File: src/rtl/trpf_pkg.sv
// ----------------------------------------------------------------------------
// trpf_pkg
// Shared types and constants of the touch region pass filter.
// ----------------------------------------------------------------------------
package trpf_pkg;

    localparam int REGIONS_DEF    = 10;
    localparam int POINT_IDS_DEF  = 32;
    localparam int COORD_BITS_DEF = 16;
    localparam int QUEUE_DEPTH    = 2;

    localparam int ACTION_W  = 2;
    localparam int ID_W      = 5;
    localparam int STATUS_W  = 8;
    localparam int RIDX_W    = 4;
    localparam int CODE_W    = 4;
    localparam int CFG_IDX_W = 3;

    localparam int Y_OFFSET_RST     = 0;
    localparam int TOUCH_WIDTH_RST  = 32767;
    localparam int TOUCH_HEIGHT_RST = 32767;
    localparam logic [CODE_W-1:0] DOWN_CODE_RST = 4'd1;
    localparam logic [CODE_W-1:0] UP_CODE_RST   = 4'd0;

    typedef enum logic [ACTION_W-1:0] {
        ACT_POINT      = 2'd0,
        ACT_SET_REGION = 2'd1,
        ACT_CLR_REGION = 2'd2,
        ACT_CLR_LATCH  = 2'd3
    } t_action;

    typedef enum logic [1:0] {
        LATCH_NONE    = 2'd0,
        LATCH_BLOCKED = 2'd1,
        LATCH_FORWARD = 2'd2
    } t_latch;

    typedef enum logic [CFG_IDX_W-1:0] {
        CFG_Y_OFFSET     = 3'd0,
        CFG_TOUCH_WIDTH  = 3'd1,
        CFG_TOUCH_HEIGHT = 3'd2,
        CFG_DOWN_CODE    = 3'd3,
        CFG_UP_CODE      = 3'd4
    } t_cfg_reg;

    typedef enum logic [1:0] {
        BK_IDLE = 2'd0,
        BK_EXEC = 2'd1,
        BK_WALK = 2'd2
    } t_back_state;

    // classification of one queued item
    typedef struct packed {
        t_action op;
        logic    is_down;
        logic    is_up;
        logic    ridx_ok;
    } t_ctl;

endpackage

File: src/rtl/touch_region_pass_filter.sv
// ----------------------------------------------------------------------------
// touch_region_pass_filter
// Touch point pass filter with exclusion regions and per-id latches.
// ----------------------------------------------------------------------------
// Usage:
//   An item is taken on a rising edge with i_start high and o_busy low. Items
//   enter a two-entry queue; o_busy is high while that queue is full.
//   Action 0 is a touch point, 1 sets a region, 2 clears a region and 3
//   clears all point latches. Only ups and forwarded points give a result.
//   A result is shown for one cycle with o_out_valid high; there is no
//   backpressure on the result side.
//   Before its strobe an item passes the queue, the item registers and the
//   result register; for the first down of an id the back end also walks
//   the region table one region per cycle. The back end takes the next item
//   only once it is back in idle. Configuration writes (i_cfg_we,
//   i_cfg_index, i_cfg_wdata) take effect at the next edge; the user must
//   make them while no item is in flight, as the block does not enforce it.
//   Reset clears the queue, all region valid bits and all point latches, and
//   loads the register reset values.
// ----------------------------------------------------------------------------
module touch_region_pass_filter
    import trpf_pkg::*;
#(
    parameter int REGIONS    = REGIONS_DEF,
    parameter int POINT_IDS  = POINT_IDS_DEF,
    parameter int COORD_BITS = COORD_BITS_DEF
) (
    input  logic                  i_clk,
    input  logic                  i_rst_n,
    input  logic                  i_start,
    output logic                  o_busy,
    input  logic [ACTION_W-1:0]   i_action,
    input  logic [ID_W-1:0]       i_point_id,
    input  logic [STATUS_W-1:0]   i_point_status,
    input  logic [RIDX_W-1:0]     i_region_index,
    input  logic [COORD_BITS-1:0] i_coord_x,
    input  logic [COORD_BITS-1:0] i_coord_y,
    input  logic [COORD_BITS-1:0] i_region_w,
    input  logic [COORD_BITS-1:0] i_region_h,
    input  logic                  i_cfg_we,
    input  logic [CFG_IDX_W-1:0]  i_cfg_index,
    input  logic [COORD_BITS-1:0] i_cfg_wdata,
    output logic                  o_out_valid,
    output logic [ID_W-1:0]       o_out_id,
    output logic [STATUS_W-1:0]   o_out_status,
    output logic [COORD_BITS-1:0] o_out_x,
    output logic [COORD_BITS-1:0] o_out_y
);

    localparam int REG_IDX_BITS = (REGIONS > 1) ? $clog2(REGIONS) : 1;
    localparam int SLOT_BITS    = $clog2(POINT_IDS);
    localparam int CTL_W        = $bits(t_ctl);
    localparam int ENTRY_W      = CTL_W + ID_W + STATUS_W + SLOT_BITS + REG_IDX_BITS
                                  + 4 * COORD_BITS;

    t_ctl                    f_ctl;
    logic [SLOT_BITS-1:0]    f_slot;
    logic [REG_IDX_BITS-1:0] f_ridx;
    logic [COORD_BITS-1:0]   f_right;
    logic [COORD_BITS-1:0]   f_bottom;
    logic [COORD_BITS-1:0]   cfg_y_offset;
    logic [COORD_BITS-1:0]   cfg_touch_width;
    logic [COORD_BITS-1:0]   cfg_touch_height;

    logic                    q_push;
    logic                    q_pop;
    logic                    q_empty;
    logic                    q_full;
    logic [ENTRY_W-1:0]      q_wdata;
    logic [ENTRY_W-1:0]      q_rdata;

    t_ctl                    b_ctl;
    logic [ID_W-1:0]         b_id;
    logic [STATUS_W-1:0]     b_status;
    logic [SLOT_BITS-1:0]    b_slot;
    logic [REG_IDX_BITS-1:0] b_ridx;
    logic [COORD_BITS-1:0]   b_x;
    logic [COORD_BITS-1:0]   b_y;
    logic [COORD_BITS-1:0]   b_right;
    logic [COORD_BITS-1:0]   b_bottom;

    trpf_front #(
        .REGIONS      (REGIONS),
        .POINT_IDS    (POINT_IDS),
        .COORD_BITS   (COORD_BITS),
        .REG_IDX_BITS (REG_IDX_BITS),
        .SLOT_BITS    (SLOT_BITS)
    ) u_front (
        .i_clk          (i_clk),
        .i_rst_n        (i_rst_n),
        .i_cfg_we       (i_cfg_we),
        .i_cfg_index    (i_cfg_index),
        .i_cfg_wdata    (i_cfg_wdata),
        .i_action       (i_action),
        .i_point_id     (i_point_id),
        .i_point_status (i_point_status),
        .i_region_index (i_region_index),
        .i_coord_x      (i_coord_x),
        .i_coord_y      (i_coord_y),
        .i_region_w     (i_region_w),
        .i_region_h     (i_region_h),
        .o_ctl          (f_ctl),
        .o_slot         (f_slot),
        .o_ridx         (f_ridx),
        .o_right        (f_right),
        .o_bottom       (f_bottom),
        .o_y_offset     (cfg_y_offset),
        .o_touch_width  (cfg_touch_width),
        .o_touch_height (cfg_touch_height)
    );

    assign o_busy  = q_full;
    assign q_push  = i_start && !q_full;
    assign q_wdata = {f_ctl, i_point_id, i_point_status, f_slot, f_ridx,
                      i_coord_x, i_coord_y, f_right, f_bottom};

    trpf_queue #(
        .WIDTH (ENTRY_W),
        .DEPTH (QUEUE_DEPTH)
    ) u_queue (
        .i_clk   (i_clk),
        .i_rst_n (i_rst_n),
        .i_push  (q_push),
        .i_wdata (q_wdata),
        .i_pop   (q_pop),
        .o_rdata (q_rdata),
        .o_empty (q_empty),
        .o_full  (q_full)
    );

    assign {b_ctl, b_id, b_status, b_slot, b_ridx, b_x, b_y, b_right, b_bottom} = q_rdata;

    trpf_back #(
        .REGIONS      (REGIONS),
        .POINT_IDS    (POINT_IDS),
        .COORD_BITS   (COORD_BITS),
        .REG_IDX_BITS (REG_IDX_BITS),
        .SLOT_BITS    (SLOT_BITS)
    ) u_back (
        .i_clk          (i_clk),
        .i_rst_n        (i_rst_n),
        .i_q_empty      (q_empty),
        .o_pop          (q_pop),
        .i_ctl          (b_ctl),
        .i_id           (b_id),
        .i_status       (b_status),
        .i_slot         (b_slot),
        .i_ridx         (b_ridx),
        .i_x            (b_x),
        .i_y            (b_y),
        .i_right        (b_right),
        .i_bottom       (b_bottom),
        .i_y_offset     (cfg_y_offset),
        .i_touch_width  (cfg_touch_width),
        .i_touch_height (cfg_touch_height),
        .o_out_valid    (o_out_valid),
        .o_out_id       (o_out_id),
        .o_out_status   (o_out_status),
        .o_out_x        (o_out_x),
        .o_out_y        (o_out_y)
    );

endmodule

File: src/rtl/trpf_front.sv
// ----------------------------------------------------------------------------
// trpf_front
// Configuration registers and item classification ahead of the queue.
// ----------------------------------------------------------------------------
module trpf_front
    import trpf_pkg::*;
#(
    parameter int REGIONS    = REGIONS_DEF,
    parameter int POINT_IDS  = POINT_IDS_DEF,
    parameter int COORD_BITS = COORD_BITS_DEF,
    parameter int REG_IDX_BITS = (REGIONS > 1) ? $clog2(REGIONS) : 1,
    parameter int SLOT_BITS    = $clog2(POINT_IDS)
) (
    input  logic                    i_clk,
    input  logic                    i_rst_n,
    input  logic                    i_cfg_we,
    input  logic [CFG_IDX_W-1:0]    i_cfg_index,
    input  logic [COORD_BITS-1:0]   i_cfg_wdata,
    input  logic [ACTION_W-1:0]     i_action,
    input  logic [ID_W-1:0]         i_point_id,
    input  logic [STATUS_W-1:0]     i_point_status,
    input  logic [RIDX_W-1:0]       i_region_index,
    input  logic [COORD_BITS-1:0]   i_coord_x,
    input  logic [COORD_BITS-1:0]   i_coord_y,
    input  logic [COORD_BITS-1:0]   i_region_w,
    input  logic [COORD_BITS-1:0]   i_region_h,
    output t_ctl                    o_ctl,
    output logic [SLOT_BITS-1:0]    o_slot,
    output logic [REG_IDX_BITS-1:0] o_ridx,
    output logic [COORD_BITS-1:0]   o_right,
    output logic [COORD_BITS-1:0]   o_bottom,
    output logic [COORD_BITS-1:0]   o_y_offset,
    output logic [COORD_BITS-1:0]   o_touch_width,
    output logic [COORD_BITS-1:0]   o_touch_height
);

    localparam int LUT_N = 2 ** ID_W;

    logic [COORD_BITS-1:0] r_y_offset;
    logic [COORD_BITS-1:0] r_touch_width;
    logic [COORD_BITS-1:0] r_touch_height;
    logic [CODE_W-1:0]     r_down_code;
    logic [CODE_W-1:0]     r_up_code;

    logic [SLOT_BITS-1:0]  w_slot_lut [LUT_N];
    logic [CODE_W-1:0]     w_nibble;
    logic [COORD_BITS:0]   w_right_sum;
    logic [COORD_BITS:0]   w_bottom_sum;

    always_ff @(posedge i_clk) begin
        if (!i_rst_n) begin
            r_y_offset     <= COORD_BITS'(Y_OFFSET_RST);
            r_touch_width  <= COORD_BITS'(TOUCH_WIDTH_RST);
            r_touch_height <= COORD_BITS'(TOUCH_HEIGHT_RST);
            r_down_code    <= DOWN_CODE_RST;
            r_up_code      <= UP_CODE_RST;
        end else if (i_cfg_we) begin
            case (t_cfg_reg'(i_cfg_index))
                CFG_Y_OFFSET:     r_y_offset     <= i_cfg_wdata;
                CFG_TOUCH_WIDTH:  r_touch_width  <= i_cfg_wdata;
                CFG_TOUCH_HEIGHT: r_touch_height <= i_cfg_wdata;
                CFG_DOWN_CODE:    r_down_code    <= i_cfg_wdata[CODE_W-1:0];
                CFG_UP_CODE:      r_up_code      <= i_cfg_wdata[CODE_W-1:0];
                default: ;
            endcase
        end
    end

    // id to latch slot, modulo the slot count
    for (genvar g = 0; g < LUT_N; g++) begin : g_slot
        assign w_slot_lut[g] = SLOT_BITS'(g % POINT_IDS);
    end

    assign w_nibble     = i_point_status[CODE_W-1:0];
    assign w_right_sum  = {1'b0, i_coord_x} + {1'b0, i_region_w};
    assign w_bottom_sum = {1'b0, i_coord_y} + {1'b0, i_region_h};

    always_comb begin
        o_ctl.op      = t_action'(i_action);
        o_ctl.is_down = (w_nibble == r_down_code);
        o_ctl.is_up   = (w_nibble != r_down_code) && (w_nibble == r_up_code);
        o_ctl.ridx_ok = (32'(i_region_index) < REGIONS);
    end

    assign o_slot   = w_slot_lut[i_point_id];
    assign o_ridx   = REG_IDX_BITS'(i_region_index);
    assign o_right  = w_right_sum[COORD_BITS] ? '1 : w_right_sum[COORD_BITS-1:0];
    assign o_bottom = w_bottom_sum[COORD_BITS] ? '1 : w_bottom_sum[COORD_BITS-1:0];

    assign o_y_offset     = r_y_offset;
    assign o_touch_width  = r_touch_width;
    assign o_touch_height = r_touch_height;

endmodule

File: src/rtl/trpf_queue.sv
// ----------------------------------------------------------------------------
// trpf_queue
// Short register FIFO between the front and the back.
// ----------------------------------------------------------------------------
module trpf_queue
    import trpf_pkg::*;
#(
    parameter int WIDTH = 8,
    parameter int DEPTH = QUEUE_DEPTH
) (
    input  logic             i_clk,
    input  logic             i_rst_n,
    input  logic             i_push,
    input  logic [WIDTH-1:0] i_wdata,
    input  logic             i_pop,
    output logic [WIDTH-1:0] o_rdata,
    output logic             o_empty,
    output logic             o_full
);

    localparam int PTR_BITS = (DEPTH > 1) ? $clog2(DEPTH) : 1;
    localparam int CNT_BITS = $clog2(DEPTH + 1);

    logic [WIDTH-1:0]    r_mem [DEPTH];
    logic [PTR_BITS-1:0] r_wptr;
    logic [PTR_BITS-1:0] r_rptr;
    logic [CNT_BITS-1:0] r_count;
    logic [PTR_BITS-1:0] n_wptr;
    logic [PTR_BITS-1:0] n_rptr;

    assign n_wptr = (r_wptr == PTR_BITS'(DEPTH - 1)) ? '0 : r_wptr + 1'b1;
    assign n_rptr = (r_rptr == PTR_BITS'(DEPTH - 1)) ? '0 : r_rptr + 1'b1;

    always_ff @(posedge i_clk) begin
        if (!i_rst_n) begin
            r_wptr  <= '0;
            r_rptr  <= '0;
            r_count <= '0;
        end else begin
            if (i_push) begin
                r_wptr <= n_wptr;
            end
            if (i_pop) begin
                r_rptr <= n_rptr;
            end
            if (i_push && !i_pop) begin
                r_count <= r_count + 1'b1;
            end else if (i_pop && !i_push) begin
                r_count <= r_count - 1'b1;
            end
        end
    end

    always_ff @(posedge i_clk) begin
        if (i_push) begin
            r_mem[r_wptr] <= i_wdata;
        end
    end

    assign o_rdata = r_mem[r_rptr];
    assign o_empty = (r_count == '0);
    assign o_full  = (r_count == CNT_BITS'(DEPTH));

    a_no_overflow: assert property (@(posedge i_clk) disable iff (!i_rst_n)
        i_push |-> (!o_full || i_pop))
        else $error("queue written while full");

    a_no_underflow: assert property (@(posedge i_clk) disable iff (!i_rst_n)
        i_pop |-> !o_empty)
        else $error("queue read while empty");

    a_count_range: assert property (@(posedge i_clk) disable iff (!i_rst_n)
        r_count <= CNT_BITS'(DEPTH))
        else $error("queue count out of range");

endmodule

File: src/rtl/trpf_back.sv
// ----------------------------------------------------------------------------
// trpf_back
// Region table, point latches, region walk and result formatting.
// ----------------------------------------------------------------------------
module trpf_back
    import trpf_pkg::*;
#(
    parameter int REGIONS    = REGIONS_DEF,
    parameter int POINT_IDS  = POINT_IDS_DEF,
    parameter int COORD_BITS = COORD_BITS_DEF,
    parameter int REG_IDX_BITS = (REGIONS > 1) ? $clog2(REGIONS) : 1,
    parameter int SLOT_BITS    = $clog2(POINT_IDS)
) (
    input  logic                    i_clk,
    input  logic                    i_rst_n,
    input  logic                    i_q_empty,
    output logic                    o_pop,
    input  t_ctl                    i_ctl,
    input  logic [ID_W-1:0]         i_id,
    input  logic [STATUS_W-1:0]     i_status,
    input  logic [SLOT_BITS-1:0]    i_slot,
    input  logic [REG_IDX_BITS-1:0] i_ridx,
    input  logic [COORD_BITS-1:0]   i_x,
    input  logic [COORD_BITS-1:0]   i_y,
    input  logic [COORD_BITS-1:0]   i_right,
    input  logic [COORD_BITS-1:0]   i_bottom,
    input  logic [COORD_BITS-1:0]   i_y_offset,
    input  logic [COORD_BITS-1:0]   i_touch_width,
    input  logic [COORD_BITS-1:0]   i_touch_height,
    output logic                    o_out_valid,
    output logic [ID_W-1:0]         o_out_id,
    output logic [STATUS_W-1:0]     o_out_status,
    output logic [COORD_BITS-1:0]   o_out_x,
    output logic [COORD_BITS-1:0]   o_out_y
);

    t_back_state r_state;
    t_back_state n_state;

    t_ctl                    r_cur_ctl;
    logic [ID_W-1:0]         r_cur_id;
    logic [STATUS_W-1:0]     r_cur_status;
    logic [SLOT_BITS-1:0]    r_cur_slot;
    logic [REG_IDX_BITS-1:0] r_cur_ridx;
    logic [COORD_BITS-1:0]   r_cur_x;
    logic [COORD_BITS-1:0]   r_cur_y;
    logic [COORD_BITS-1:0]   r_cur_right;
    logic [COORD_BITS-1:0]   r_cur_bottom;

    logic                    r_rvalid [REGIONS];
    logic [COORD_BITS-1:0]   r_left   [REGIONS];
    logic [COORD_BITS-1:0]   r_top    [REGIONS];
    logic [COORD_BITS-1:0]   r_right  [REGIONS];
    logic [COORD_BITS-1:0]   r_bottom [REGIONS];
    t_latch                  r_latch  [POINT_IDS];

    logic [REG_IDX_BITS-1:0] r_walk;
    logic                    r_hit;

    logic                    r_out_valid;
    logic [ID_W-1:0]         r_out_id;
    logic [STATUS_W-1:0]     r_out_status;
    logic [COORD_BITS-1:0]   r_out_x;
    logic [COORD_BITS-1:0]   r_out_y;

    t_latch                  latch_rd;
    logic                    walk_last;
    logic                    region_hit;
    logic                    first_down;
    logic                    walk_start;
    logic                    latch_we;
    t_latch                  latch_val;
    logic                    latch_clr_all;
    logic                    region_set;
    logic                    region_clr;
    logic                    emit;
    logic [COORD_BITS-1:0]   fmt_x;
    logic [COORD_BITS-1:0]   fmt_y;
    logic [COORD_BITS-1:0]   dy;

    assign latch_rd   = r_latch[r_cur_slot];
    assign walk_last  = (r_walk == REG_IDX_BITS'(REGIONS - 1));
    assign region_hit = r_rvalid[r_walk] &&
                        (r_left[r_walk] <= r_cur_x) && (r_cur_x <= r_right[r_walk]) &&
                        (r_top[r_walk] <= r_cur_y) && (r_cur_y <= r_bottom[r_walk]);
    assign first_down = (r_cur_ctl.op == ACT_POINT) && r_cur_ctl.is_down &&
                        (latch_rd == LATCH_NONE);

    // next state
    always_comb begin
        n_state = r_state;
        case (r_state)
            BK_IDLE: begin
                if (!i_q_empty) begin
                    n_state = BK_EXEC;
                end
            end
            BK_EXEC: begin
                n_state = first_down ? BK_WALK : BK_IDLE;
            end
            BK_WALK: begin
                if (walk_last) begin
                    n_state = BK_IDLE;
                end
            end
            default: n_state = BK_IDLE;
        endcase
    end

    // state outputs
    always_comb begin
        o_pop         = 1'b0;
        walk_start    = 1'b0;
        latch_we      = 1'b0;
        latch_val     = LATCH_NONE;
        latch_clr_all = 1'b0;
        region_set    = 1'b0;
        region_clr    = 1'b0;
        emit          = 1'b0;
        case (r_state)
            BK_IDLE: begin
                o_pop = !i_q_empty;
            end
            BK_EXEC: begin
                case (r_cur_ctl.op)
                    ACT_POINT: begin
                        if (r_cur_ctl.is_down) begin
                            walk_start = (latch_rd == LATCH_NONE);
                            emit       = (latch_rd == LATCH_FORWARD);
                        end else if (r_cur_ctl.is_up) begin
                            latch_we = 1'b1;
                            emit     = 1'b1;
                        end else begin
                            latch_we = 1'b1;
                            emit     = (latch_rd == LATCH_FORWARD);
                        end
                    end
                    ACT_SET_REGION: region_set    = r_cur_ctl.ridx_ok;
                    ACT_CLR_REGION: region_clr    = r_cur_ctl.ridx_ok;
                    ACT_CLR_LATCH:  latch_clr_all = 1'b1;
                    default: ;
                endcase
            end
            BK_WALK: begin
                if (walk_last) begin
                    latch_we  = 1'b1;
                    latch_val = (r_hit || region_hit) ? LATCH_BLOCKED : LATCH_FORWARD;
                    emit      = !(r_hit || region_hit);
                end
            end
            default: ;
        endcase
    end

    assign fmt_x = (r_cur_x > i_touch_width) ? i_touch_width : r_cur_x;
    assign dy    = r_cur_y - i_y_offset;
    assign fmt_y = (r_cur_y < i_y_offset) ? '0 :
                   (dy > i_touch_height) ? i_touch_height : dy;

    always_ff @(posedge i_clk) begin
        if (!i_rst_n) begin
            r_state     <= BK_IDLE;
            r_out_valid <= 1'b0;
            r_walk      <= '0;
            r_hit       <= 1'b0;
        end else begin
            r_state     <= n_state;
            r_out_valid <= emit;
            if (walk_start) begin
                r_walk <= '0;
                r_hit  <= 1'b0;
            end else if (r_state == BK_WALK) begin
                r_walk <= r_walk + 1'b1;
                r_hit  <= r_hit || region_hit;
            end
        end
    end

    always_ff @(posedge i_clk) begin
        if (!i_rst_n) begin
            for (int i = 0; i < REGIONS; i++) begin
                r_rvalid[i] <= 1'b0;
            end
        end else if (region_set) begin
            r_rvalid[r_cur_ridx] <= 1'b1;
        end else if (region_clr) begin
            r_rvalid[r_cur_ridx] <= 1'b0;
        end
    end

    always_ff @(posedge i_clk) begin
        if (region_set) begin
            r_left[r_cur_ridx]   <= r_cur_x;
            r_top[r_cur_ridx]    <= r_cur_y;
            r_right[r_cur_ridx]  <= r_cur_right;
            r_bottom[r_cur_ridx] <= r_cur_bottom;
        end
    end

    always_ff @(posedge i_clk) begin
        if (!i_rst_n || latch_clr_all) begin
            for (int i = 0; i < POINT_IDS; i++) begin
                r_latch[i] <= LATCH_NONE;
            end
        end else if (latch_we) begin
            r_latch[r_cur_slot] <= latch_val;
        end
    end

    always_ff @(posedge i_clk) begin
        if (o_pop) begin
            r_cur_ctl    <= i_ctl;
            r_cur_id     <= i_id;
            r_cur_status <= i_status;
            r_cur_slot   <= i_slot;
            r_cur_ridx   <= i_ridx;
            r_cur_x      <= i_x;
            r_cur_y      <= i_y;
            r_cur_right  <= i_right;
            r_cur_bottom <= i_bottom;
        end
        if (emit) begin
            r_out_id     <= r_cur_id;
            r_out_status <= r_cur_status;
            r_out_x      <= fmt_x;
            r_out_y      <= fmt_y;
        end
    end

    assign o_out_valid  = r_out_valid;
    assign o_out_id     = r_out_id;
    assign o_out_status = r_out_status;
    assign o_out_x      = r_out_x;
    assign o_out_y      = r_out_y;

    a_emit_from_work: assert property (@(posedge i_clk) disable iff (!i_rst_n)
        r_out_valid |-> ($past(r_state) == BK_EXEC || $past(r_state) == BK_WALK))
        else $error("result strobe without an item in work");

    a_walk_is_down: assert property (@(posedge i_clk) disable iff (!i_rst_n)
        (r_state == BK_WALK) |-> (r_cur_ctl.op == ACT_POINT && r_cur_ctl.is_down))
        else $error("region walk for an item that is not a down");

    a_walk_range: assert property (@(posedge i_clk) disable iff (!i_rst_n)
        (r_state == BK_WALK) |-> (32'(r_walk) < REGIONS))
        else $error("region walk index out of range");

    a_no_pop_in_work: assert property (@(posedge i_clk) disable iff (!i_rst_n)
        (r_state != BK_IDLE) |-> !o_pop)
        else $error("queue popped while an item is in work");

endmodule
File: config.mk
export PLATFORM = sky130hd
export DESIGN_NAME = touch_region_pass_filter
export DESIGN_NICKNAME = d
export VERILOG_FILES = /design/src/rtl/trpf_pkg.sv /design/src/rtl/touch_region_pass_filter.sv /design/src/rtl/trpf_front.sv /design/src/rtl/trpf_queue.sv /design/src/rtl/trpf_back.sv
export SDC_FILE = /design/constraint.sdc
export NUM_CORES = 1
export LEC_CHECK = 0
export ABC_AREA = 1
export BUFFER_PORTS_ARGS = -buffer_cell sky130_fd_sc_hd__buf_2
export CAP_MARGIN = 10
export CORE_ASPECT_RATIO = 0.9
export CORE_MARGIN = 2
export CORE_UTILIZATION = 40
export CTS_CLUSTER_SIZE = 14
export DETAILED_ROUTE_END_ITERATION = 7
export GPL_TIMING_DRIVEN = 1
export PLACE_DENSITY = 0.56
export SYNTH_ARGS = -nofsm -noshare
export SYNTH_HDL_FRONTEND = slang
export SYNTH_HIERARCHICAL = 1
export SYNTH_SLANG_ARGS = --single-unit
export TNS_END_PERCENT = 10
File: constraint.sdc
create_clock -name i_clk -period 7.1 [get_ports i_clk]
set_input_delay 0.355 -clock i_clk [delete_from_list [all_inputs] [get_ports i_clk]]
set_output_delay 0.355 -clock i_clk [all_outputs]
set_load 0.05 [all_outputs]
==> run summary <==
status - complete, no violations
count leader, synth - edfxtp_1
HPWL Detailed - 74.5 mm
setup TNS - 0 ps
Net Count, Synth - 4276
peak supply drop - 0.282 mV
post-route ant nets - 0
Period minus WS final - 4870 ps
Synth top area share - 62.5%
GP Congestion - 0.840
Worst path top cell family by delay - buffers and inverters
share of post-route cells with drive strength above 1 - 12.3%
area leader, netlist - edfxtp_1
I/O Pins - 153
RSZ-0062 raised after global routing - no
sequential-to-total area share from yosys stat - 66.1%
Setup crit end kind - flop
Final Net Count - 4481
Final Max Tran Viols - 0
dominant synthesized flop cell - edfxtp_1
PwrDens - 355 nW/µm²
Crit Path Max Fanout - 96
Worst Path Arrival - 5210 ps
total die area - 126000 µm²
count of final hold-check violations - 0
Slew Limit Headroom - 31.5%
gr usage total - 18.8%
largest net degree at the start of global routing - 145
Setup-failing EPs final - 0
min-delay worst type - input pin to flop
Cell variety after synth - 46
clk_lat worst skew - 710 ps
n_diodes - 0
final worst path period share - 68.6%
number of flops mapped to enable cells by yosys - 1029
max_cap viols - 0
share of flip-flops with an asynchronous set or reset - 0%
drt total wl - 120 mm
Bufs and invs on worst path - 6
drt first-iter violations - 2575
root buffer cell - clkbuf_16
Die Wd - 374 µm
Syn Area/Cell - 12.3 µm²
Die Ht - 337 µm
Synth Instances - 4017
initial antenna violation count - 6
DR vias/cell - 5.11
CTS max path bufs - 3
row count - 122
Tightest Pin Transition - 1030 ps
crit path kind - flop to flop
fillers - 11.1k
CP max stage delay - 700 ps
leakage - 21.0 nW
#FFs+latches synth - 1116
CP most frequent cell - nand2_1
via count - 30.3k
total CTS buffers - 114
Synth area leaders - edfxtp_1, nand2_1, mux2i_1
first-pass GRT wire length - 180 mm
Placeable Area - 123000 µm²
maximum clock rate - 0.205 GHz
I/O Buffers - 152
Crit path required time - 7440 ps
post_cts resized - 0
P&R area growth vs syn - 13.7%
startpoint types - flop
H-tree Lvls - 3
Reg clk slew, reported paths - 60 ps
mapped cell area - 49400 µm²
CTS tree - done
wire per inst - 20.3 µm
Clock Sinks - 1116
Worst Skew - 37.2 ps
initial core utilization - 40.3%
gr ovfl total - 0
DRC violation count after routing - 0
DRT Pass-1 Iters - 5
critical path's slowest cell - inv_6
Post-synth top cells - edfxtp_1, nand2_1, inv_1
Synth warnings - 6
post-layout util - 45.8%
R2R setup slack - 2230 ps
crit path cell chain - inv_6 > buf_4 > o21ai_0 > o211ai_1 > o21ai_0 > ha_1 > nand4_1 > nor2_1 > nand2_1 > nand2_1 > nand2_1 > nand2_1 > inv_1 > nand2_1 > nand3_2 > buf_4 > nand2_1 > nand2_1 > inv_2 > buf_4
vias in the first global route - 29.0k
## flip-flops by register name, indices dropped and copies added, names as in the netlist, 8 cells and up, named ones only
register / count
u_back/r_cur_y: 16
u_back/r_rvalid: 16
u_back/r_cur_bottom: 16
u_back/o_out_status: 8
u_back/o_out_y: 16
u_back/r_cur_status: 8
u_front/o_touch_width: 16
u_back/r_left: 160
u_front/o_touch_height: 16
u_back/r_cur_right: 16
u_back/r_bottom: 160
u_front/o_y_offset: 16
u_back/r_cur_x: 16
u_back/r_latch: 64
u_queue/r_mem: 182
u_back/o_out_x: 16
u_back/r_right: 160
u_back/r_top: 160
## cells in the final DEF (no fill, tap or decap), drive strengths merged
cell         instances
nor3b                2
o211ai             132
bufinv              15
nor2               251
a31o                 1
nor4                 1
nand4               15
inv                502
nor3                25
a21o                 8
clkinv              49
o21ai              321
dlygate4sd3         67
o21bai               5
dfxtp               87
fa                   3
clkinvlp             7
nand3              189
ha                 150
xor2                19
nand3b               3
mux2i              192
nand2              573
buf                196
edfxtp            1029
a221oi               2
xnor2               13
and2                 5
o211a                1
clkbuf             136
and3                 1
a31oi                3
a21oi              218
mux2                91
a211oi               3
o21a                 2
## path summary, 6_finish.rpt
path                       from                   end  depth (start not counted)
max                        flop    u_back/o_out_y[13]                         20
min reg2reg  u_back/r_cur_id[1]    u_back/o_out_id[1]                          0
min               i_region_w[0]  u_queue/r_mem[0][16]                          4
max reg2reg                flop    u_back/o_out_y[13]                         20
## through the flow
| step | worst slack (ps) | power, W | std cells | hold slack, ps | area [µm²] |
|---|---|---|---|---|---|
| final | 2230 | 0.0199 | 5929 | 103 | 56200 |
| after global routing | 1900 | 0.0210 | 5929 | 83.8 | 56200 |
| after CTS | 2150 | 0.0201 | 5929 | 56.7 | 56200 |
| after detailed placement | 2160 | 0.0140 | 5651 | 405 | 51700 |
| after global placement | 2210 | 0.0139 | 5651 | 406 | 51700 |
| after floorplan | 1230 | 0.0124 | 4017 | 400 | 49400 |
## routing by layer
layer  global-route usage, %  share of wire (%)  up-vias
li1                        -                  -    14500
met1                    27.1                 47    14800
met2                    29.5                 45      815
met3                    2.89                5.9      153
met4                    5.51                2.4        2
met5                       0              0.015        -
## worst reg2reg max path, delay by kind of cell, from the launching register on
| family | cells | cell delay, ps |
|---|---|---|
| AO/OA/AOI/OAI | 3 | 420 |
| adder cells (fa/ha/maj) | 1 | 340 |
| buffers and inverters | 6 | 2020 |
| flip-flops | 1 | 480 |
| AND/OR/NAND/NOR | 10 | 1140 |
## area by class of cell
class                           count  area, µm²  share of cell area [%]
Sequential cell                  1116      32700                    58.1
Timing Repair Buffer              263       1860                    3.31
Clock inverter                     75        827                    1.47
Inverter                          498       1880                    3.35
Tap cell                         1612       2020                    3.59
Clock buffer                      136       2980                    5.30
Multi-Input combinational cell   2229      14000                    24.8
## where the power goes
| part | switching, W | internal (W) | leakage [nW] |
|---|---|---|---|
| sequential | 0.000889 | 0.00836 | 10.1 |
| clock | 0.00252 | 0.00354 | 1.85 |
| combinational | 0.00295 | 0.00169 | 9.05 |
| total | 0.00636 | 0.0136 | 21.0 |
## kinds of logic (layout without fill, tap and decap cells)
| kind of cell | count (synthesis) | after routing | synth area share, % |
|---|---|---|---|
| muxes | 283 | 283 | 6.65 |
| adders and majority gates | 153 | 153 | 3.92 |
| buffers and inverters | 672 | 972 | 5.87 |
| AOI/OAI and AO/OA | 696 | 696 | 7.92 |
| and+or+nand+nor | 1065 | 1065 | 9.03 |
| DFF | 1116 | 1116 | 66.1 |
| xor gates and xnor gates | 32 | 32 | 0.567 |
## what timing repair did
item | 4_1_cts | 5_1_grt
buffers inserted | 0 | 0
hold endpoints to repair | 157 | 0
hold buffers | 67 | 0
endpoints found under the setup margin | 0 | 0
(Power assumes the default switching activity.)
